<file path="src/three_wire_rtc_serial_master_defines.svh">
`ifndef THREE_WIRE_RTC_SERIAL_MASTER_DEFINES_SVH
`define THREE_WIRE_RTC_SERIAL_MASTER_DEFINES_SVH

// same-cycle implication, checked out of reset
`define RTC3W_ASSERT_SAME(label, ante, cons, msg) \
    label: assert property (@(posedge aclk) disable iff (!aresetn) (ante) |-> (cons)) \
        else $error(msg);

// next-cycle implication, checked out of reset
`define RTC3W_ASSERT_NEXT(label, ante, cons, msg) \
    label: assert property (@(posedge aclk) disable iff (!aresetn) (ante) |=> (cons)) \
        else $error(msg);

`endif

</file>
<file path="src/rtc3w_pkg.sv">
package rtc3w_pkg;

    localparam int BURST_BYTES = 8;
    localparam int BUF_DEPTH   = 8;
    localparam int SLOT_W      = 3;
    localparam int CNT_RAW_W   = $clog2(BURST_BYTES + 2);
    localparam int BYTE_CNT_W  = (CNT_RAW_W > SLOT_W) ? CNT_RAW_W : SLOT_W;
    localparam int DEC_ZERO_POS = 7;

    localparam logic [7:0] CMD_WRITE  = 8'h80;
    localparam logic [7:0] CMD_READ   = 8'h81;
    localparam logic [7:0] CMD_BWRITE = 8'hBE;
    localparam logic [7:0] CMD_BREAD  = 8'hBF;

    typedef enum logic [2:0] {
        FUNC_TICK   = 3'd0,
        FUNC_SWRITE = 3'd1,
        FUNC_SREAD  = 3'd2,
        FUNC_BWRITE = 3'd3,
        FUNC_BREAD  = 3'd4,
        FUNC_LOAD   = 3'd5
    } func_t;

    typedef enum logic [1:0] {
        KIND_SWRITE = 2'd0,
        KIND_SREAD  = 2'd1,
        KIND_BWRITE = 2'd2,
        KIND_BREAD  = 2'd3
    } kind_t;

    typedef struct packed {
        logic       io_sample;
        logic       decimal_mode;
        logic [7:0] write_value;
        logic [2:0] reg_index;
        logic [2:0] func;
    } item_t;

    typedef struct packed {
        logic       done_res;
        logic       busy_res;
        logic       read_valid;
        logic [2:0] read_slot;
        logic [7:0] read_value;
        logic       io_drive_level;
        logic       sclk_level;
        logic       ce_level;
    } result_t;

    function automatic logic [7:0] to_bcd(input logic [7:0] v);
        logic [6:0]  sat;
        logic [14:0] prod;
        logic [3:0]  tens;
        logic [6:0]  tens_x10;
        logic [6:0]  ones;
        sat      = (v > 8'd99) ? 7'd99 : v[6:0];
        prod     = 15'(sat) * 15'd205;
        tens     = prod[14:11];
        tens_x10 = {tens, 3'b000} + 7'({tens, 1'b0});
        ones     = sat - tens_x10;
        return {tens, ones[3:0]};
    endfunction

    function automatic logic [7:0] from_bcd(input logic [7:0] v);
        logic [7:0] hi;
        hi = {4'd0, v[7:4]};
        return (hi << 3) + (hi << 1) + {4'd0, v[3:0]};
    endfunction

endpackage

</file>
<file path="src/rtc3w_engine.sv">
`include "three_wire_rtc_serial_master_defines.svh"

module rtc3w_engine (
    input  logic              aclk,
    input  logic              aresetn,
    input  logic              step,
    input  rtc3w_pkg::item_t  item,
    output rtc3w_pkg::result_t res
);

    typedef enum logic [1:0] {
        PH_IDLE = 2'd0,
        PH_SEND = 2'd1,
        PH_RECV = 2'd2,
        PH_END  = 2'd3
    } phase_t;

    localparam int CW = rtc3w_pkg::BYTE_CNT_W;

    phase_t                phase_reg, phase_next;
    rtc3w_pkg::kind_t      kind_reg, kind_next;
    logic [2:0]            bit_count_reg, bit_count_next;
    logic                  half_bit_reg, half_bit_next;
    logic [CW-1:0]         byte_count_reg, byte_count_next;
    logic [7:0]            shift_reg, shift_next;
    logic                  dec_reg, dec_next;
    logic                  ce_reg, ce_next;
    logic                  sclk_reg, sclk_next;
    logic                  io_reg, io_next;
    logic [7:0]            pend_reg, pend_next;
    logic [7:0]            buf_mem [rtc3w_pkg::BUF_DEPTH];

    logic [CW-1:0]         bc_inc;
    logic [CW-1:0]         total;
    logic                  last_byte;
    logic                  is_write;
    logic [7:0]            buf_word;
    logic [7:0]            out_byte;
    logic [7:0]            shifted;
    logic [7:0]            start_wv;

    always_comb begin
        bc_inc    = byte_count_reg + CW'(1);
        total     = (kind_reg == rtc3w_pkg::KIND_SWRITE || kind_reg == rtc3w_pkg::KIND_SREAD)
                    ? CW'(1) : CW'(rtc3w_pkg::BURST_BYTES);
        last_byte = bc_inc > total;
        is_write  = (kind_reg == rtc3w_pkg::KIND_SWRITE || kind_reg == rtc3w_pkg::KIND_BWRITE);
        buf_word  = buf_mem[byte_count_reg[rtc3w_pkg::SLOT_W-1:0]];
        if (kind_reg == rtc3w_pkg::KIND_SWRITE) begin
            out_byte = pend_reg;
        end else if (dec_reg) begin
            out_byte = (32'(byte_count_reg) == 32'(rtc3w_pkg::DEC_ZERO_POS))
                       ? 8'd0 : rtc3w_pkg::to_bcd(buf_word);
        end else begin
            out_byte = buf_word;
        end
        shifted  = shift_reg | (8'(item.io_sample) << bit_count_reg);
        start_wv = item.decimal_mode ? rtc3w_pkg::to_bcd(item.write_value) : item.write_value;
    end

    always_comb begin
        phase_next      = phase_reg;
        kind_next       = kind_reg;
        bit_count_next  = bit_count_reg;
        half_bit_next   = half_bit_reg;
        byte_count_next = byte_count_reg;
        shift_next      = shift_reg;
        dec_next        = dec_reg;
        ce_next         = ce_reg;
        sclk_next       = sclk_reg;
        io_next         = io_reg;
        pend_next       = pend_reg;
        res             = '0;

        case (item.func)
            rtc3w_pkg::FUNC_SWRITE, rtc3w_pkg::FUNC_SREAD,
            rtc3w_pkg::FUNC_BWRITE, rtc3w_pkg::FUNC_BREAD: begin
                if (phase_reg == PH_IDLE) begin
                    kind_next       = rtc3w_pkg::kind_t'(2'(item.func - 3'd1));
                    dec_next        = item.decimal_mode;
                    pend_next       = start_wv;
                    case (item.func)
                        rtc3w_pkg::FUNC_SWRITE:
                            shift_next = {4'd0, item.reg_index, 1'b0} | rtc3w_pkg::CMD_WRITE;
                        rtc3w_pkg::FUNC_SREAD:
                            shift_next = {4'd0, item.reg_index, 1'b0} | rtc3w_pkg::CMD_READ;
                        rtc3w_pkg::FUNC_BWRITE:
                            shift_next = rtc3w_pkg::CMD_BWRITE;
                        default:
                            shift_next = rtc3w_pkg::CMD_BREAD;
                    endcase
                    bit_count_next  = 3'd0;
                    half_bit_next   = 1'b0;
                    byte_count_next = '0;
                    phase_next      = PH_SEND;
                    ce_next         = 1'b1;
                    sclk_next       = 1'b0;
                end
            end
            rtc3w_pkg::FUNC_TICK: begin
                case (phase_reg)
                    PH_SEND: begin
                        if (!half_bit_reg) begin
                            io_next       = shift_reg[bit_count_reg];
                            sclk_next     = 1'b0;
                            half_bit_next = 1'b1;
                        end else begin
                            sclk_next     = 1'b1;
                            half_bit_next = 1'b0;
                            if (bit_count_reg == 3'd7) begin
                                byte_count_next = bc_inc;
                                bit_count_next  = 3'd0;
                                if (last_byte) begin
                                    phase_next = PH_END;
                                end else if (is_write) begin
                                    shift_next = out_byte;
                                    phase_next = PH_SEND;
                                end else begin
                                    shift_next = 8'd0;
                                    phase_next = PH_RECV;
                                end
                            end else begin
                                bit_count_next = bit_count_reg + 3'd1;
                            end
                        end
                    end
                    PH_RECV: begin
                        if (!half_bit_reg) begin
                            sclk_next     = 1'b1;
                            half_bit_next = 1'b1;
                        end else begin
                            sclk_next     = 1'b0;
                            half_bit_next = 1'b0;
                            shift_next    = shifted;
                            if (bit_count_reg == 3'd7) begin
                                res.read_value  = dec_reg ? rtc3w_pkg::from_bcd(shifted) : shifted;
                                res.read_slot   = 3'(byte_count_reg - CW'(1));
                                res.read_valid  = 1'b1;
                                byte_count_next = bc_inc;
                                bit_count_next  = 3'd0;
                                if (last_byte) begin
                                    phase_next = PH_END;
                                end else begin
                                    shift_next = 8'd0;
                                    phase_next = PH_RECV;
                                end
                            end else begin
                                bit_count_next = bit_count_reg + 3'd1;
                            end
                        end
                    end
                    PH_END: begin
                        ce_next      = 1'b0;
                        sclk_next    = 1'b0;
                        io_next      = 1'b0;
                        phase_next   = PH_IDLE;
                        res.done_res = 1'b1;
                    end
                    default: begin
                    end
                endcase
            end
            default: begin
            end
        endcase

        res.ce_level       = ce_next;
        res.sclk_level     = sclk_next;
        res.io_drive_level = io_next;
        res.busy_res       = (phase_next != PH_IDLE);
    end

    always_ff @(posedge aclk) begin
        if (!aresetn) begin
            phase_reg      <= PH_IDLE;
            kind_reg       <= rtc3w_pkg::KIND_SWRITE;
            bit_count_reg  <= '0;
            half_bit_reg   <= 1'b0;
            byte_count_reg <= '0;
            shift_reg      <= '0;
            dec_reg        <= 1'b0;
            ce_reg         <= 1'b0;
            sclk_reg       <= 1'b0;
            io_reg         <= 1'b0;
            pend_reg       <= '0;
        end else if (step) begin
            phase_reg      <= phase_next;
            kind_reg       <= kind_next;
            bit_count_reg  <= bit_count_next;
            half_bit_reg   <= half_bit_next;
            byte_count_reg <= byte_count_next;
            shift_reg      <= shift_next;
            dec_reg        <= dec_next;
            ce_reg         <= ce_next;
            sclk_reg       <= sclk_next;
            io_reg         <= io_next;
            pend_reg       <= pend_next;
        end
    end

    always_ff @(posedge aclk) begin
        if (step && item.func == rtc3w_pkg::FUNC_LOAD) begin
            buf_mem[item.reg_index] <= item.write_value;
        end
    end

    `RTC3W_ASSERT_SAME(a_idle_pins_low, phase_reg == PH_IDLE, !ce_reg && !sclk_reg,
        "bus idle with CE or SCLK high")
    `RTC3W_ASSERT_NEXT(a_hold_without_step, !step,
        $stable(phase_reg) && $stable(shift_reg) && $stable(bit_count_reg),
        "engine state moved without a word")
    `RTC3W_ASSERT_SAME(a_read_in_recv, res.read_valid,
        phase_reg == PH_RECV && half_bit_reg && bit_count_reg == 3'd7,
        "byte completed outside receive phase")
    `RTC3W_ASSERT_NEXT(a_idle_tick_quiet,
        step && phase_reg == PH_IDLE && item.func == rtc3w_pkg::FUNC_TICK,
        phase_reg == PH_IDLE && $stable({ce_reg, sclk_reg, io_reg}),
        "tick while idle changed the bus")

endmodule

</file>
<file path="src/three_wire_rtc_serial_master.sv">
// Pin-level master for a three-wire RTC bus. Each input word is either a tick that moves the
// bus by one half-bit, a transfer start (single or burst, write or read), a burst buffer load
// or one of the two spare codes, which change nothing; each word yields exactly one result
// word carrying the CE/SCLK/IO levels, any byte completed on that tick, and busy/done flags.
// A word passes through an input register and then a result register before its result is on
// m_tdata. One word is taken every cycle for as long as m_tready stays high; with m_tready low
// the block holds two words and then drops s_tready.
module three_wire_rtc_serial_master (
    input  logic        aclk,
    input  logic        aresetn,
    input  logic        s_tvalid,
    output logic        s_tready,
    input  logic [15:0] s_tdata,  // reg_index[2:0], write_value[10:3], decimal_mode[11],
                                  // io_sample[12], zero[15:13]
    input  logic [2:0]  s_tuser,  // func[2:0]
    output logic        m_tvalid,
    input  logic        m_tready,
    output logic [23:0] m_tdata   // ce_level[0], sclk_level[1], io_drive_level[2],
                                  // read_value[10:3], read_slot[13:11], read_valid[14],
                                  // busy_res[15], done_res[16], zero[23:17]
);

    logic               in_valid_reg, in_valid_next;
    rtc3w_pkg::item_t   in_item_reg;
    logic               out_valid_reg, out_valid_next;
    rtc3w_pkg::result_t out_res_reg;
    rtc3w_pkg::result_t res;
    logic               advance;
    logic               step;

    assign advance  = !out_valid_reg || m_tready;
    assign step     = advance && in_valid_reg;
    assign s_tready = advance || !in_valid_reg;
    assign m_tvalid = out_valid_reg;
    assign m_tdata  = {7'd0, out_res_reg};

    always_comb begin
        in_valid_next  = s_tready ? s_tvalid : in_valid_reg;
        out_valid_next = advance ? in_valid_reg : out_valid_reg;
    end

    rtc3w_engine u_engine (
        .aclk    (aclk),
        .aresetn (aresetn),
        .step    (step),
        .item    (in_item_reg),
        .res     (res)
    );

    always_ff @(posedge aclk) begin
        if (!aresetn) begin
            in_valid_reg  <= 1'b0;
            out_valid_reg <= 1'b0;
        end else begin
            in_valid_reg  <= in_valid_next;
            out_valid_reg <= out_valid_next;
        end
    end

    always_ff @(posedge aclk) begin
        if (s_tvalid && s_tready) begin
            in_item_reg <= {s_tdata[12:0], s_tuser};
        end
        if (step) begin
            out_res_reg <= res;
        end
    end

endmodule

</file>
<file path="config.mk">
export PLATFORM = sky130hd
export DESIGN_NAME = three_wire_rtc_serial_master
export DESIGN_NICKNAME = d
export VERILOG_FILES = /design/src/rtc3w_pkg.sv /design/src/rtc3w_engine.sv /design/src/three_wire_rtc_serial_master.sv
export VERILOG_INCLUDE_DIRS = /design/src /design/src/src
export SDC_FILE = /design/constraint.sdc
export NUM_CORES = 1
export LEC_CHECK = 0
export BUFFER_PORTS_ARGS = -buffer_cell sky130_fd_sc_hd__clkbuf_2
export CORE_ASPECT_RATIO = 1.4
export CORE_MARGIN = 2
export CORE_UTILIZATION = 60
export DETAILED_ROUTE_END_ITERATION = 10
export PLACE_DENSITY = 0.78
export SETUP_SLACK_MARGIN = 0.1
export SLEW_MARGIN = 20
export SYNTH_ARGS = -nofsm -noshare
export SYNTH_HDL_FRONTEND = slang
export SYNTH_SLANG_ARGS = --single-unit
</file>
<file path="constraint.sdc">
create_clock -name aclk -period 10.14 [get_ports aclk]
set_input_delay 1.521 -clock aclk [delete_from_list [all_inputs] [get_ports aclk]]
set_output_delay 1.521 -clock aclk [all_outputs]
set_load 0.01 [all_outputs]
</file>
# Word-level counts from Yosys, hierarchy flattened
# Memories as Yosys holds them, arrays and structs flattened. A register that Yosys moved wholly into a read port is not among the register bits.
# Cells that the tools add are included.
dict set report word_totals {
  register_bits 67
  ramBits 64
  in_bits 23
  output_inout_bits 26
  wordCells 150
  mem_count 1
}
# name depth width read_ports rd_clocked_by_memory_dff write_ports line_no
set mem_list {}
lappend mem_list {u_engine.buf_mem 8 8 1 1 1 rtc3w_engine.sv:31} ;# logic [7:0] buf_mem [rtc3w_pkg::BUF_DEPTH];
dict set report op_classes {
  add_sub_neg 10
  mul 2
  magnitude_cmp 4
  n_eq_ne 21
  n_shift 1
  muxes 61
  bitwise_logic 1
  n_reduce_logical 23
}
# operator n
set ops {}
lappend ops {{$mux 8} 13}
lappend ops {{$pmux 8 s2} 2}
lappend ops {{$mul 7x8->15 const B} 2}
lappend ops {{$mux 4} 5}
lappend ops {{$mux 3} 6}
lappend ops {{$pmux 6 s3} 1}
lappend ops {{$gt 8x7->1 const B} 2}
lappend ops {{$mux 1} 14}
lappend ops {{$mux 2} 7}
lappend ops {{$mux 7} 2}
lappend ops {{$mux 12} 1}
lappend ops {{$ne 3x2->1 const B} 4}
lappend ops {{$eq 3x3->1 const B} 3}
lappend ops {{$add 4x4->4} 2}
lappend ops {{$add 7x5->8} 1}
lappend ops {{$add 8x4->8} 1}
lappend ops {{$or 8x8->8} 1}
lappend ops {{$pmux 1 s2} 4}
lappend ops {{$pmux 4 s2} 1}
lappend ops {{$reduce_and 4->1} 2}
lappend ops {{$reduce_and 8->1} 1}
lappend ops {{$shl 1x3->8} 1}
lappend ops {{$sub 4x4->4} 2}
lappend ops {{$eq 2x2->1 const B} 3}
lappend ops {{29 further kinds} 42}

# Logic depth before layout (Yosys ltp)
dict set report logic_depth {
  depth_word 14
  ltp_mapped 28
  ltp_nobuf 26
}

# Hierarchy
# Synthesis repeated with hierarchy kept, for this count alone.
dict set report hier_totals {
  cells_unflattened 743
  area_unflattened_um2 8321.7
}
# mod n_inst cells_per_inst area_each_um2 seq_area_each_um2
set modules_own_cells {}
lappend modules_own_cells {rtc3w_engine 1 693 7170.6 2622.5}
lappend modules_own_cells {three_wire_rtc_serial_master 1 50 1151.1 1031.0}

# Worst setup path before layout
# OpenSTA, ideal clock, no wires.
dict set report synth_timing {
  path_kind {reg-to-reg}
  from {register with a tool-made name}
  to {register u_engine.shift_reg[3]}
  setup_ns 0.119
  t_arrival_ns 5.558
  t_required_ns 10.021
  slack_ns 4.463
  stages_incl_launch_ff 25
  path_buffers 2
  synth_period_minus_slack_ns 5.677
  cell_sequence {dfxtp_1 buf_6 buf_4 mux4_2 mux2i_1 a21boi_2 nand2_1 ha_1 inv_1 fa_1 inv_1 fa_1 ha_1 ha_1 nand4_1 or3_1 o31ai_4 a21oi_1 xnor2_1 ha_1 nand3_1 nand2_1 xnor3_1 a211oi_1 nor2_1}
}
# element line_no
set synth_lines {}
lappend synth_lines {{to (signal assigned)} rtc3w_engine.sv:192} ;# shift_reg <= shift_next;
lappend synth_lines {{to (decl)} rtc3w_engine.sv:25} ;# logic [7:0] shift_reg, shift_next;

==> PnR_summary.wiki <==
{| class="wikitable"
! Metric !! Value
|-
| Start-to-end type of the worst setup path || flip-flop to flip-flop
|-
| Worst supply voltage drop on vdd || 0.130 mV
|-
| Total of flip-flops plus latches after synthesis || 134
|-
| Switching power share of the total || 0.275
|-
| Leak || 0.00385 uW
|-
| Synth-to-layout area growth || 10.8%
|-
| Vias in the first global route || 6,101
|-
| # IOs || 49
|-
| Clock root cell || clkbuf_16
|-
| TritonCTS clock tree || yes
|-
| Part of the total power dissipated in combinational logic || 0.143
|-
| Width of the die || 104 microns
|-
| Number of core rows || 51
|-
| DR vias || 5,807
|-
| Count of endpoints failing setup in the final report || 0
|-
| Power density cells || 159 nW/um^2
|-
| DRC marker count from the first detailed-route iteration || 327
|-
| Share of flip-flops with an asynchronous set or reset after synthesis || 0
|-
| Layout fillers || 1,017
|-
| Mean post-synth cell area || 11.4 sq um
|-
| Leading area contributor after synthesis || edfxtp_1
|-
| Total wirelength of the detailed-routed design || 17,900 microns
|-
| Fin Clk Skew || 13.3 ps
|-
| Die outline area || 14,900 sq um
|-
| Sequential-to-total area share from yosys stat || 0.437
|-
| Sequential cell fraction of total power || 0.418
|-
| Number of detailed-routing iterations run before antenna repair || 6
|-
| Area inside the core boundary || 13,800 sq um
|-
| Clock tree buffer depth || 2
|-
| Starting density of the core || 0.606
|-
| Highest Clock Rate || 144 MHz
|-
| Clock group share of total power || 0.439
|-
| Highest fanout seen on the critical path || 17
|-
| Number of flops mapped to enable cells by yosys || 97
|-
| TritonCTS sink count || 134
|-
| Number of levels the H-tree was split into || 4
|-
| Setup repair after global routing missed its margin || no
|-
| Synthesis warning total || 0
|-
| Gr ovfl total || 0
|-
| Top-count cell post-synth || edfxtp_1
|-
| Final-report hold violation count || 0
|-
| Cts-stage hold buffer count || 0
|-
| Flip-flop cell with the highest count after synthesis || edfxtp_1
|-
| Number of buffers added by the clock tree synthesis step || 17
|-
| Leading cell types by total area after synthesis || edfxtp_1 35%, ha_1 13%, dfxtp_1 8.9%, fa_1 4.3%, mux4_2 4.3%
|-
| Wire length of the first global-routing pass || 29,500 microns
|-
| Distinct cell type count of the synthesized netlist || 77
|-
| Worst path required time || 10,430 ps
|-
| Net switching power || 406 uW
|-
| GP Congestion || 0.966
|-
| Transition at the pin with the smallest max-transition slack || 971 ps
|-
| Count of buffers inserted at the top-level ports || 38
|-
| Commonest cells in the synthesized netlist || 97 x edfxtp_1, 88 x ha_1, 59 x inv_1
|-
| Kind of end point of the critical path || flip-flop
|-
| Average wire per cell in the routed design || 18.6 microns
|-
| Top-area cell type share of the netlist area || 0.348
|-
| Diode count || 0
|-
| Worst-case headroom to the max-slew limit || 0.352
|-
| Data arrival time of the critical path || 7230 ps
|-
| Launching element type of the critical path || flip-flop
|-
| Tot GR Track Use || 0.253
|-
| Final-report max-slew violation count || 0
|-
| Result of the run || finished clean
|-
| Via density per instance || 6.04
|-
| Number of cells upsized or downsized after cts || 0
|-
| Total Neg Setup Slack || 0 ps
|-
| Total half-perimeter wirelength after legalization and detailed placement || 13,000 microns
|-
| Pin count of the biggest net entering global routing || 38
|-
| Synthesized instance count || 733
|-
| Antenna violations before repair || 0
|-
| Maxcap violations || 0
|-
| Cell Int Power || 1070 uW
|-
| Share of the clock period used by the worst path || 0.684
|-
| Vertical die dimension || 144 microns
|-
| Nets || 892
|-
| Fraction of layout cells with a size suffix above 1 || 0.151
|-
| Number of flip-flops under the largest register name || 64
|-
| Worst-skew pair later-pin latency || 430 ps
|-
| Final core utilization || 0.672
|-
| Worst-path clk slew || 70 ps
|-
| Min Clock Period, post-route || 6940 ps
|-
| Count of unresolved DRC violations after routing || 0
|-
| Post-synthesis cell area || 8360 sq um
|-
| Number of nets with antenna violations after detailed routing || 0
|-
| Post-CTS setup buffers || 0
|-
| Type of the most critical hold path || flip-flop to flip-flop
|}
==> placed cells by master, fill, tap and decap left out, drive strengths merged, types with 4 or more instances in the layout <==
| master | Yosys | layout |
|---|---|---|
| edfxtp | 97 | 97 |
| ha | 88 | 88 |
| inv | 60 | 68 |
| nor2 | 59 | 59 |
| clkbuf | 23 | 55 |
| nand2 | 47 | 47 |
| dfxtp | 37 | 37 |
| o21ai | 29 | 29 |
| a21oi | 25 | 25 |
| mux4 | 20 | 20 |
| fa | 18 | 18 |
| nand3 | 17 | 17 |
| xnor2 | 16 | 16 |
| nor3 | 15 | 15 |
| mux2i | 15 | 15 |
| nor2b | 13 | 13 |
| nand2b | 10 | 10 |
| a21o | 9 | 9 |
| xor2 | 9 | 9 |
| and2 | 9 | 9 |
| a21boi | 9 | 9 |
| a31oi | 8 | 8 |
| a211oi | 7 | 7 |
| conb | 1 | 7 |
| or2 | 6 | 6 |
| a22oi | 6 | 6 |
| clkinv | 1 | 6 |
| or3 | 5 | 5 |
| o211a | 5 | 5 |
| and3 | 4 | 4 |
| a31o | 4 | 4 |
| nand4 | 4 | 4 |
| o211ai | 4 | 4 |
| buf | 14 | 4 |
==> final cells by class <==
cell class	count	area (sq um)	area share
Tap cell	185	231	0.0250
Inverter	61	229	0.0247
Multi-Input combinational cell	507	4300	0.464
Clock inverter	15	206	0.0223
Sequential cell	134	3650	0.394
Clock buffer	17	425	0.0459
Timing Repair Buffer	42	220	0.0238
==> worst max-delay path, cell delays in order, from the launching register on <==
cell and delay [ps]:
dfxtp_1 840, mux4_2 420, mux2i_1 540, nand3_1 170
a21boi_2 310, nand2_1 190, ha_1 370, inv_1 70
fa_1 360, inv_1 80, fa_1 420, ha_1 300
ha_1 300, nand4_1 140, or3_1 430, o31ai_4 290
a21oi_1 160, xnor2_1 270, ha_1 310, xor2_1 190
o22ai_1 90, o221ai_1 160, nand3_1 100, o211ai_1 150
a21boi_0 120
==> cell families (layout without fill, tap and decap cells) <==
kind of cell	after synthesis	in the layout	share of synthesized area
buffers and inverters	98	135	0.0519
xor gates and xnor gates	26	26	0.0298
other	1	7	0.000449
muxes	36	36	0.0769
adders and majority gates	106	106	0.175
DFF	134	134	0.437
and+or+nand+nor	198	198	0.114
AOI/OAI and AO/OA	134	134	0.115
==> layer usage <==
| metal | GRT usage | vias up | wire length (microns) |
|---|---|---|---|
| met3 | 0.0467 | 40 | 753 |
| met1 | 0.279 | 2849 | 6820 |
| met5 | 0 | - | 0 |
| met4 | 0.124 | 0 | 459 |
| met2 | 0.471 | 190 | 9830 |
| li1 | - | 2728 | - |
==> path summary, 6_finish.rpt <==
check | start | endpoint | slack (ps) | cells after the start
worst max-delay path | flip-flop | u_engine.shift_reg[2] | 3200 | 24
worst min-delay path | u_engine.shift_reg[4] | u_engine.shift_reg[4] | 490 | 2
worst max register to register | flip-flop | u_engine.shift_reg[2] | 3200 | 24
worst min register to register | u_engine.shift_reg[4] | u_engine.shift_reg[4] | 490 | 2
==> power groups by stage <==
stage          combinational [uW]  clock, uW  sequential (uW)
4_1_cts                       210        655              618
2_1_floorplan                 161          0              623
3_3_place_gp                  196          0              628
6_report                      211        648              618
5_1_grt                       241        682              620
3_5_place_dp                  207          0              630
==> per-stage QoR <==
stage | total power, uW | area [sq um] | cells | hold slack (ps) | setup slack (ps)
2_1_floorplan | 784 | 8380 | 739 | 437 | 4460
3_3_place_gp | 824 | 8630 | 929 | 457 | 3520
3_5_place_dp | 836 | 8630 | 929 | 465 | 3420
4_1_cts | 1480 | 9270 | 961 | 492 | 3310
5_1_grt | 1540 | 9270 | 961 | 502 | 2910
6_report | 1480 | 9270 | 961 | 492 | 3200
Note: power is estimated with default switching activity, not from simulation.
